--- src/design/bpq_pkg.sv ---
package bpq_pkg;

  localparam int DEPTH_DEF      = 16;
  localparam int DATA_WIDTH_DEF = 32;
  localparam int PRIO_WIDTH_DEF = 8;

  localparam int CAP_WIDTH   = 5;
  localparam int OCC_WIDTH   = 5;
  localparam int STAT_WIDTH  = 2;
  localparam int APB_AW      = 3;
  localparam int APB_DW      = 32;

  localparam logic [CAP_WIDTH-1:0] CAP_RESET = 5'd16;

  localparam logic [STAT_WIDTH-1:0] STATUS_OK        = 2'd0;
  localparam logic [STAT_WIDTH-1:0] STATUS_OVERFLOW  = 2'd1;
  localparam logic [STAT_WIDTH-1:0] STATUS_UNDERFLOW = 2'd2;

  localparam logic MODE_ENQ = 1'b0;
  localparam logic MODE_DEQ = 1'b1;

  localparam logic REG_CAPACITY = 1'b0;

  // Per-cycle shift command broadcast to every slot
  typedef struct packed {
    logic ins;
    logic del;
  } bpq_op_t;

endpackage

--- src/design/bounded_priority_queue.sv ---
// Bounded priority queue kept as a sorted row of slot registers, highest
// priority in front, equal priorities in arrival order. Pulse start with mode
// 0 to enqueue (data_in, priority_in) or mode 1 to dequeue. busy never rises:
// a command can be issued every cycle. Each command is registered, then
// applied to all slots in one parallel compare-and-shift, and its result
// is registered once more before it shows on done; results cannot be
// stalled, so sample them whenever done is high. status reports overflow
// (count at capacity or at DEPTH) and underflow (empty); both leave the
// queue unchanged. data_out and priority_out are zero unless a dequeue
// succeeds, occupancy is the count after the command. The capacity
// register sits at address 0; the user must write it only while no
// command is in flight, which the block itself does not enforce.
module bounded_priority_queue #(
  parameter int DEPTH      = bpq_pkg::DEPTH_DEF,
  parameter int DATA_WIDTH = bpq_pkg::DATA_WIDTH_DEF,
  parameter int PRIO_WIDTH = bpq_pkg::PRIO_WIDTH_DEF
) (
  input  logic                           clk,
  input  logic                           rst,
  input  logic                           start,
  output logic                           busy,
  input  logic                           mode,
  input  logic signed [DATA_WIDTH-1:0]   data_in,
  input  logic [PRIO_WIDTH-1:0]          priority_in,
  output logic                           done,
  output logic [bpq_pkg::STAT_WIDTH-1:0] status,
  output logic signed [DATA_WIDTH-1:0]   data_out,
  output logic [PRIO_WIDTH-1:0]          priority_out,
  output logic [bpq_pkg::OCC_WIDTH-1:0]  occupancy,
  input  logic                           psel,
  input  logic                           penable,
  input  logic                           pwrite,
  input  logic [bpq_pkg::APB_AW-1:0]     paddr,
  input  logic [bpq_pkg::APB_DW-1:0]     pwdata,
  output logic [bpq_pkg::APB_DW-1:0]     prdata,
  output logic                           pready
);
  import bpq_pkg::*;

  localparam int CNT_WIDTH = $clog2(DEPTH + 1);

  logic [CAP_WIDTH-1:0]  capacity;

  logic                  cmd_valid;
  logic                  cmd_mode;
  logic [DATA_WIDTH-1:0] cmd_data;
  logic [PRIO_WIDTH-1:0] cmd_prio;

  logic [CNT_WIDTH-1:0]  count;
  logic [CNT_WIDTH-1:0]  count_next;
  logic                  full;
  logic                  empty;
  bpq_op_t               op;

  logic                  cell_valid [DEPTH];
  logic                  cell_ge    [DEPTH];
  logic [DATA_WIDTH-1:0] cell_data  [DEPTH];
  logic [PRIO_WIDTH-1:0] cell_prio  [DEPTH];

  logic [STAT_WIDTH-1:0] status_next;

  assign busy = 1'b0;

  bpq_regs u_regs (
    .clk      (clk),
    .rst      (rst),
    .psel     (psel),
    .penable  (penable),
    .pwrite   (pwrite),
    .paddr    (paddr),
    .pwdata   (pwdata),
    .prdata   (prdata),
    .pready   (pready),
    .capacity (capacity)
  );

  // Command register
  always_ff @(posedge clk) begin
    if (rst) begin
      cmd_valid <= 1'b0;
    end else begin
      cmd_valid <= start && !busy;
    end
  end

  always_ff @(posedge clk) begin
    cmd_mode <= mode;
    cmd_data <= data_in;
    cmd_prio <= priority_in;
  end

  assign full  = (32'(count) >= 32'(capacity)) || (32'(count) >= DEPTH);
  assign empty = (count == '0);

  always_comb begin
    op          = '0;
    status_next = STATUS_OK;
    count_next  = count;
    if (cmd_mode == MODE_ENQ) begin
      if (full) begin
        status_next = STATUS_OVERFLOW;
      end else begin
        op.ins     = cmd_valid;
        count_next = count + 1'b1;
      end
    end else begin
      if (empty) begin
        status_next = STATUS_UNDERFLOW;
      end else begin
        op.del     = cmd_valid;
        count_next = count - 1'b1;
      end
    end
  end

  genvar i;
  generate
    for (i = 0; i < DEPTH; i++) begin : g_slot
      logic                  p_ge;
      logic [DATA_WIDTH-1:0] p_data;
      logic [PRIO_WIDTH-1:0] p_prio;
      logic [DATA_WIDTH-1:0] n_data;
      logic [PRIO_WIDTH-1:0] n_prio;

      assign cell_valid[i] = (32'(count) > 32'(i));

      if (i == 0) begin : g_head
        assign p_ge   = 1'b1;
        assign p_data = cell_data[i];
        assign p_prio = cell_prio[i];
      end else begin : g_body
        assign p_ge   = cell_ge[i-1];
        assign p_data = cell_data[i-1];
        assign p_prio = cell_prio[i-1];
      end

      if (i == DEPTH-1) begin : g_tail
        assign n_data = cell_data[i];
        assign n_prio = cell_prio[i];
      end else begin : g_mid
        assign n_data = cell_data[i+1];
        assign n_prio = cell_prio[i+1];
      end

      bpq_cell #(
        .DATA_WIDTH (DATA_WIDTH),
        .PRIO_WIDTH (PRIO_WIDTH)
      ) u_cell (
        .clk       (clk),
        .op        (op),
        .valid     (cell_valid[i]),
        .new_data  (cmd_data),
        .new_prio  (cmd_prio),
        .prev_ge   (p_ge),
        .prev_data (p_data),
        .prev_prio (p_prio),
        .next_data (n_data),
        .next_prio (n_prio),
        .ge        (cell_ge[i]),
        .data      (cell_data[i]),
        .prio      (cell_prio[i])
      );
    end
  endgenerate

  always_ff @(posedge clk) begin
    if (rst) begin
      count <= '0;
      done  <= 1'b0;
    end else begin
      done <= cmd_valid;
      if (cmd_valid) begin
        count <= count_next;
      end
    end
  end

  // Result register
  always_ff @(posedge clk) begin
    status       <= status_next;
    occupancy    <= OCC_WIDTH'(count_next);
    data_out     <= op.del ? cell_data[0] : '0;
    priority_out <= op.del ? cell_prio[0] : '0;
  end

  a_count_bound: assert property (@(posedge clk) disable iff (rst)
    32'(count) <= DEPTH)
    else $error("entry count exceeds slot count");

  a_done_follows_cmd: assert property (@(posedge clk) disable iff (rst)
    done |-> $past(cmd_valid))
    else $error("result without a command");

  a_reject_holds_count: assert property (@(posedge clk) disable iff (rst)
    (done && status != STATUS_OK) |-> (count == $past(count)))
    else $error("rejected command changed the count");

  a_underflow_empty: assert property (@(posedge clk) disable iff (rst)
    (done && status == STATUS_UNDERFLOW) |-> (occupancy == '0))
    else $error("underflow with entries held");

  a_head_sorted: assert property (@(posedge clk) disable iff (rst)
    (32'(count) >= 2) |-> (cell_prio[0] >= cell_prio[1]))
    else $error("front slots out of priority order");

endmodule

--- src/design/bpq_regs.sv ---
module bpq_regs (
  input  logic                          clk,
  input  logic                          rst,
  input  logic                          psel,
  input  logic                          penable,
  input  logic                          pwrite,
  input  logic [bpq_pkg::APB_AW-1:0]    paddr,
  input  logic [bpq_pkg::APB_DW-1:0]    pwdata,
  output logic [bpq_pkg::APB_DW-1:0]    prdata,
  output logic                          pready,
  output logic [bpq_pkg::CAP_WIDTH-1:0] capacity
);
  import bpq_pkg::*;

  logic reg_sel;
  logic wr_beat;

  // Word aligned: bit 2 picks the register, low bits are ignored
  assign reg_sel = paddr[2];
  assign pready  = 1'b1;
  assign wr_beat = psel && penable && pwrite && pready;

  always_ff @(posedge clk) begin
    if (rst) begin
      capacity <= CAP_RESET;
    end else if (wr_beat && (reg_sel == REG_CAPACITY)) begin
      capacity <= pwdata[CAP_WIDTH-1:0];
    end
  end

  always_comb begin
    prdata = '0;
    if (reg_sel == REG_CAPACITY) begin
      prdata = {{(APB_DW-CAP_WIDTH){1'b0}}, capacity};
    end
  end

endmodule

--- src/design/bpq_cell.sv ---
module bpq_cell #(
  parameter int DATA_WIDTH = bpq_pkg::DATA_WIDTH_DEF,
  parameter int PRIO_WIDTH = bpq_pkg::PRIO_WIDTH_DEF
) (
  input  logic                  clk,
  input  bpq_pkg::bpq_op_t      op,
  input  logic                  valid,
  input  logic [DATA_WIDTH-1:0] new_data,
  input  logic [PRIO_WIDTH-1:0] new_prio,
  input  logic                  prev_ge,
  input  logic [DATA_WIDTH-1:0] prev_data,
  input  logic [PRIO_WIDTH-1:0] prev_prio,
  input  logic [DATA_WIDTH-1:0] next_data,
  input  logic [PRIO_WIDTH-1:0] next_prio,
  output logic                  ge,
  output logic [DATA_WIDTH-1:0] data,
  output logic [PRIO_WIDTH-1:0] prio
);
  import bpq_pkg::*;

  logic [DATA_WIDTH-1:0] data_next;
  logic [PRIO_WIDTH-1:0] prio_next;

  // Held entry stays ahead of a new one of equal or lower priority
  assign ge = valid && (prio >= new_prio);

  always_comb begin
    data_next = data;
    prio_next = prio;
    if (op.ins && !ge) begin
      // The first slot not ahead of the new entry takes it; later ones shift down
      if (prev_ge) begin
        data_next = new_data;
        prio_next = new_prio;
      end else begin
        data_next = prev_data;
        prio_next = prev_prio;
      end
    end else if (op.del) begin
      data_next = next_data;
      prio_next = next_prio;
    end
  end

  always_ff @(posedge clk) begin
    data <= data_next;
    prio <= prio_next;
  end

endmodule

--- config.mk ---
export PLATFORM = sky130hd
export DESIGN_NAME = bounded_priority_queue
export DESIGN_NICKNAME = d
export VERILOG_FILES = /design/src/design/bpq_pkg.sv /design/src/design/bounded_priority_queue.sv /design/src/design/bpq_regs.sv /design/src/design/bpq_cell.sv
export SDC_FILE = /design/constraint.sdc
export NUM_CORES = 2
export LEC_CHECK = 0
export ABC_AREA = 1
export BUFFER_PORTS_ARGS = -buffer_cell sky130_fd_sc_hd__buf_4
export CAP_MARGIN = 20
export CELL_PAD_IN_SITES_DETAIL_PLACEMENT = 2
export CELL_PAD_IN_SITES_GLOBAL_PLACEMENT = 2
export CORE_ASPECT_RATIO = 1.2
export CORE_MARGIN = 5
export CORE_UTILIZATION = 37
export CTS_CLUSTER_DIAMETER = 40
export DETAILED_ROUTE_END_ITERATION = 10
export PLACE_DENSITY = 0.83
export SLEW_MARGIN = 20
export SYNTH_ARGS = -nofsm -noshare
export SYNTH_HDL_FRONTEND = slang
export SYNTH_SLANG_ARGS = --single-unit
--- constraint.sdc ---
create_clock -name clk -period 4.9 [get_ports clk]
set_input_delay 0.245 -clock clk [delete_from_list [all_inputs] [get_ports clk]]
set_output_delay 0.245 -clock clk [all_outputs]
set_load 0.05 [all_outputs]
Yosys cells after proc, flatten, opt, wreduce, memory -nomap -nowiden

Index checks and enable logic that the tools add are counted.

Output and inout port bits: 82
Flip-flop bits (word level): 740

Reductions and logical operators: 68
Bitwise operators: 1
$add $sub $neg: 2
Magnitude comparators: 34
Muxes and demuxes: 101

Operators by type and width:

| kind                | count |
|---|---|
| $mux 32             | 45 |
| $mux 8              | 45 |
| $ge 8x8->1          | 16 |
| $gt 5x4->1 const B  | 8 |
| $logic_and 1x1->1   | 35 |
| $reduce_bool 2->1   | 15 |
| $gt 5x3->1 const B  | 4 |
| $mux 5              | 4 |
| $logic_not 1->1     | 16 |
| $gt 5x1->1 const B  | 2 |
| $gt 5x2->1 const B  | 2 |
| $add 5x1->5 const B | 1 |
| $ge 5x5->1          | 1 |
| $ge 5x5->1 const B  | 1 |
| $logic_not 5->1     | 1 |
| $mux 1              | 5 |
| $sub 5x1->5 const B | 1 |
| $mux 2              | 2 |
| $logic_or 1x1->1    | 1 |
| $not 1->1           | 1 |

Longest topological paths before layout

Depth after elaboration: 6
Depth in mapped cells: 18
Gate-level depth less buffers: 15

By module

A second synthesis with hierarchy kept.

Cell total of the unflattened synthesis: 4514
Area total of the unflattened synthesis: 44123.6 um2

By module, submodules not included:

| module                           | area each (um2) | cells each | times used | sequential area each (um2) |
|---|---|---|---|---|
| bpq_cell at g_slot[0].u_cell ... | 2534.9          | 257        | 9          | 1201.2 |
| bpq_cell at g_slot[3].u_cell ... | 2539.9          | 257        | 7          | 1201.2 |
| bounded_priority_queue           | 3037.9          | 326        | 1          | 1901.8 |
| bpq_regs                         | 491.7           | 76         | 1          | 100.1 |

Worst setup path before layout

No wires, ideal clock.

Path type: reg-to-reg
Start: register cmd_prio[1]
End: register g_slot[15].u_cell.data[0], enable pin
Setup time: 451 ps
Arrival: 3693 ps
Cell stages (with the launch flop): 11
Path buffers: 1
Path slack: 756 ps
Period minus slack after synthesis: 4144 ps
Path through: dfxtp_1 clkbuf_1 inv_1 ha_1 inv_1 nor2_1 o21ai_0 nand2_1 nand2_1 o2111ai_1 a21oi_1

Longest elaborated chain between the ends: 4

Ends and longest elaborated chain:

| item                   | RTL line                     | source |
|---|---|---|
| start, declared        | bounded_priority_queue.sv:47 | `logic [PRIO_WIDTH-1:0] cmd_prio;` |
| start signal, assigned | bounded_priority_queue.sv:89 | `cmd_prio <= priority_in;` |
| $ge 8x8->1             | bpq_cell.sv:25               | `assign ge = valid && (prio >= new_prio);` |
| $logic_and 1x1->1      | bpq_cell.sv:25               |  |
| $logic_not 1->1        | bpq_cell.sv:30               | `if (op.ins && !ge) begin` |
| $logic_and 1x1->1      | bpq_cell.sv:30               |  |
| end signal, assigned   | bpq_cell.sv:46               | `data <= data_next;` |
| end, declared          | bpq_cell.sv:16               | `output logic [DATA_WIDTH-1:0] data,` |

No other way between the ends.
A chain may end at the register's enable or synchronous reset.

Worst setup path in the final report

Start: register cmd_prio[1]
End: register g_slot[6].u_cell.data[14], data pin

Longest elaborated chain between the ends: 5
Elaborated cells between the ends (all ways): 8

Ends and longest elaborated chain:

| item                               | RTL line       | source |
|---|---|---|
| $ge 8x8->1                         | bpq_cell.sv:25 |  |
| $logic_and 1x1->1                  | bpq_cell.sv:25 |  |
| $logic_not 1->1                    | bpq_cell.sv:30 |  |
| $logic_and 1x1->1                  | bpq_cell.sv:30 |  |
| $mux 32 *                          | bpq_cell.sv:30 |  |
| net g_slot[6].u_cell.data_next[14] | bpq_cell.sv:21 | `logic [DATA_WIDTH-1:0] data_next;` |
| end signal, assigned               | bpq_cell.sv:46 |  |
| end, declared                      | bpq_cell.sv:16 |  |

Mark *: on every way through the listed nets, which the timed path passes. The rest lies on a longest branch.

==> flow_summary.json <==
{
  "synth_cell_types": 36,
  "cts.sinks": 740,
  "syn2layout_area_growth_pct": 17.7,
  "p_per_area_nw_per_um2": 437,
  "period_share": 0.916,
  "clk_latency_ns": 0.77,
  "min_path_cells": 2,
  "leakagePower_nw": 23.3,
  "status": "complete, no violations",
  "ys_seq_area_frac": 0.512,
  "met2_usage": 0.580,
  "timing.fmax_mhz": 223,
  "whs_endpoint": "cmd_data[29]",
  "start_util": 0.373,
  "yosysWarnings": 0,
  "rows": 134,
  "die_h_um": 376,
  "grt_max_degree": 81,
  "die_w_um": 315,
  "cap_violations": 0,
  "drt_iter0_markers": 3125,
  "drc_errors": 0,
  "dp_hpwl_um": 110000,
  "placed_cells": 6740,
  "dieArea_um2": 119000,
  "finalWirelength_um": 194000,
  "crit_top_cell": "nand2_1",
  "final_common_cell": "nand2_1",
  "netlist_area_um2": 41400,
  "synth_edf_count": 640,
  "wire_per_inst_um": 27.6,
  "cts_tree": "done",
  "dr.pass1.iters": 5,
  "drv_slew": 0,
  "antenna_found_initial": 14,
  "final-hold-violation-count": 0,
  "vdd_drop_max_v": 0.000265,
  "drtAntennaViolNets": 0,
  "cp_num_buf_inv": 7,
  "ioPinCount": 164,
  "worstPathRequired_ns": 5.41,
  "core_region_area_um2": 111000,
  "rsz0062_at_grt": "no",
  "instances_no_fill": 7045,
  "synth-seq-cells": 740,
  "grt_usage": 0.319,
  "synthCells": 5373,
  "final_layout_size_suffix_gt1_frac": 0.0898,
  "slowest_delay_ns": 0.48,
  "top_usage_layer": "met2",
  "grt_pass1_vias": 45700,
  "whs_ns": 0.130,
  "synth_ff_type": "edfxtp_1",
  "r2r_setup_slack_ns": 0.41,
  "hp-start": "data_in[29]",
  "skew_ns": 0.0313,
  "total_power_mw": 21.3,
  "cts_post_setup_buffers_inserted": 0,
  "crit_arrival_ns": 5.00,
  "cts_root_buf": "clkbuf_16",
  "synth.avg_cell_area_um2": 7.71,
  "port_buffers": 105,
  "crit_slowest_cell": "ha_1",
  "cts_buffers": 134,
  "r2r_end": "g_slot[6].u_cell.data[14]",
  "clock_tree.buffer_depth": 3,
  "via_per_inst": 5.76,
  "start_kind": "flop",
  "hp-class": "in -> reg",
  "ff2ff_path_depth": 17,
  "ys_async_sr_fraction": 0,
  "final_cell_mix": "nand2_1 (3037), edfxtp_1 (640), nand3_1 (587), buf_4 (213), inv_1 (155)",
  "grt_use_met1": 0.364,
  "grt_util_met3": 0.0586,
  "fin_crit_ns": 4.49,
  "via_count": 40600,
  "maxSlewHeadroom": 0.306,
  "grt_pass1_wl_um": 291000,
  "r2r-start": "cmd_prio[1]",
  "path_max_fanout": 42,
  "grt_overflow_total": 0,
  "finalSetupViolCount": 0,
  "cp-end-kind": "flop",
  "critical-path-top-delay-family": "buffers and inverters",
  "clkTransAtPathRegs_ns": 0.07,
  "finalNetCount": 5650,
  "worstSetupPathType": "reg -> reg",
  "tns_ns": 0,
  "path_cells": "buf_4, inv_1, ha_1, inv_1, o21bai_1, nand2_1, nand2_1, nand2_1, nand3_1, buf_4, nand2_1, buf_4, nand2_4, buf_4, inv_2, nand2_1, nand2_1",
  "globalplace.congestion": 0.828,
  "htreeDepth": 4,
  "tightestPinTransition_ns": 1.04
}
[final cells by class]
type / instances / area [um2]
multi-input cells: 4110 / 18000
inverters: 173 / 649
clock buffers: 167 / 3820
repair buffers: 272 / 2280
well taps: 1496 / 1870
flip-flops and latches: 740 / 21200
fillers: 12400 / 62400
clock inverters: 82 / 943
diodes: 5 / 12.5
[worst max-delay path by stage]
stage	start	to	cells after the start
2_1_floorplan	cmd_prio[1]	g_slot[15].u_cell.data[0]	10
3_3_place_gp	cmd_prio[1]	g_slot[6].u_cell.data[15]	17
3_5_place_dp	cmd_prio[1]	g_slot[6].u_cell.data[14]	17
4_1_cts	cmd_prio[1]	g_slot[6].u_cell.data[14]	17
5_1_grt	cmd_prio[1]	g_slot[6].u_cell.prio[6]	17
6_report	cmd_prio[1]	g_slot[6].u_cell.data[14]	17
[flip-flops by register name, summed over array words and instances, names as in the netlist]
register	flops
cmd_data	32
count	5
data_out	32
cmd_valid	1
u_regs.capacity	5
g_slot.u_cell.data	512
g_slot.u_cell.prio	128
occupancy	5
priority_out	8
cmd_mode	1
done	1
cmd_prio	8
status	2
[metal layers]
layer	vias up	routed length, um	part of all wire
li1	17500	-	-
met1	20700	73700	0.38
met2	1754	98900	0.51
met3	622	12700	0.066
met4	2	8860	0.046
met5	-	12	0.000062
[metrics by stage]
stage | util | instance area [um2] | setup slack (ns)
after detailed placement | 0.391 | 43500 | 0.807
after global placement | 0.391 | 43400 | 0.963
after global routing | 0.438 | 48700 | 0.288
after floorplan | - | 41500 | 0.756
after CTS | 0.438 | 48700 | 0.642
final | 0.439 | 48800 | 0.413
[power breakdown]
group          switching [mW]  internal (mW)
clock                    3.80           6.42
sequential              0.350           7.39
combinational            2.52          0.812
total                    6.67           14.6
[Yosys cell counts (14+ instances only)]
cell,n,area share
a21oi_1,63,0.0076
nand4_1,21,0.0032
nand3_1,587,0.071
inv_1,155,0.014
nand2_1,3045,0.28
ha_1,137,0.041
buf_4,64,0.012
inv_2,16,0.0015
nor2_1,77,0.0070
o21ai_0,90,0.011
edfxtp_1,640,0.46
dfxtp_1,100,0.048
o21a_1,15,0.0027
buf_2,97,0.012
o21bai_1,14,0.0025
clkbuf_1,207,0.019
[cell families after synthesis]
| logic type | Yosys count | share of synthesized area |
|---|---|---|
| XOR/XNOR | 1 | 0.000212 |
| AO/OA/AOI/OAI | 195 | 0.0263 |
| other | 2 | 0.000181 |
| adder cells (fa/ha/maj) | 137 | 0.0414 |
| flip-flops | 740 | 0.512 |
| buffers and inverters | 550 | 0.0590 |
| AND/OR/NAND/NOR | 3748 | 0.360 |
[repair_timing]
action,in CTS,in global routing
hold buffers,51,0
resized for setup,0,0
endpoints found under the hold margin,53,0
Note: power is estimated with default switching activity, not from simulation.
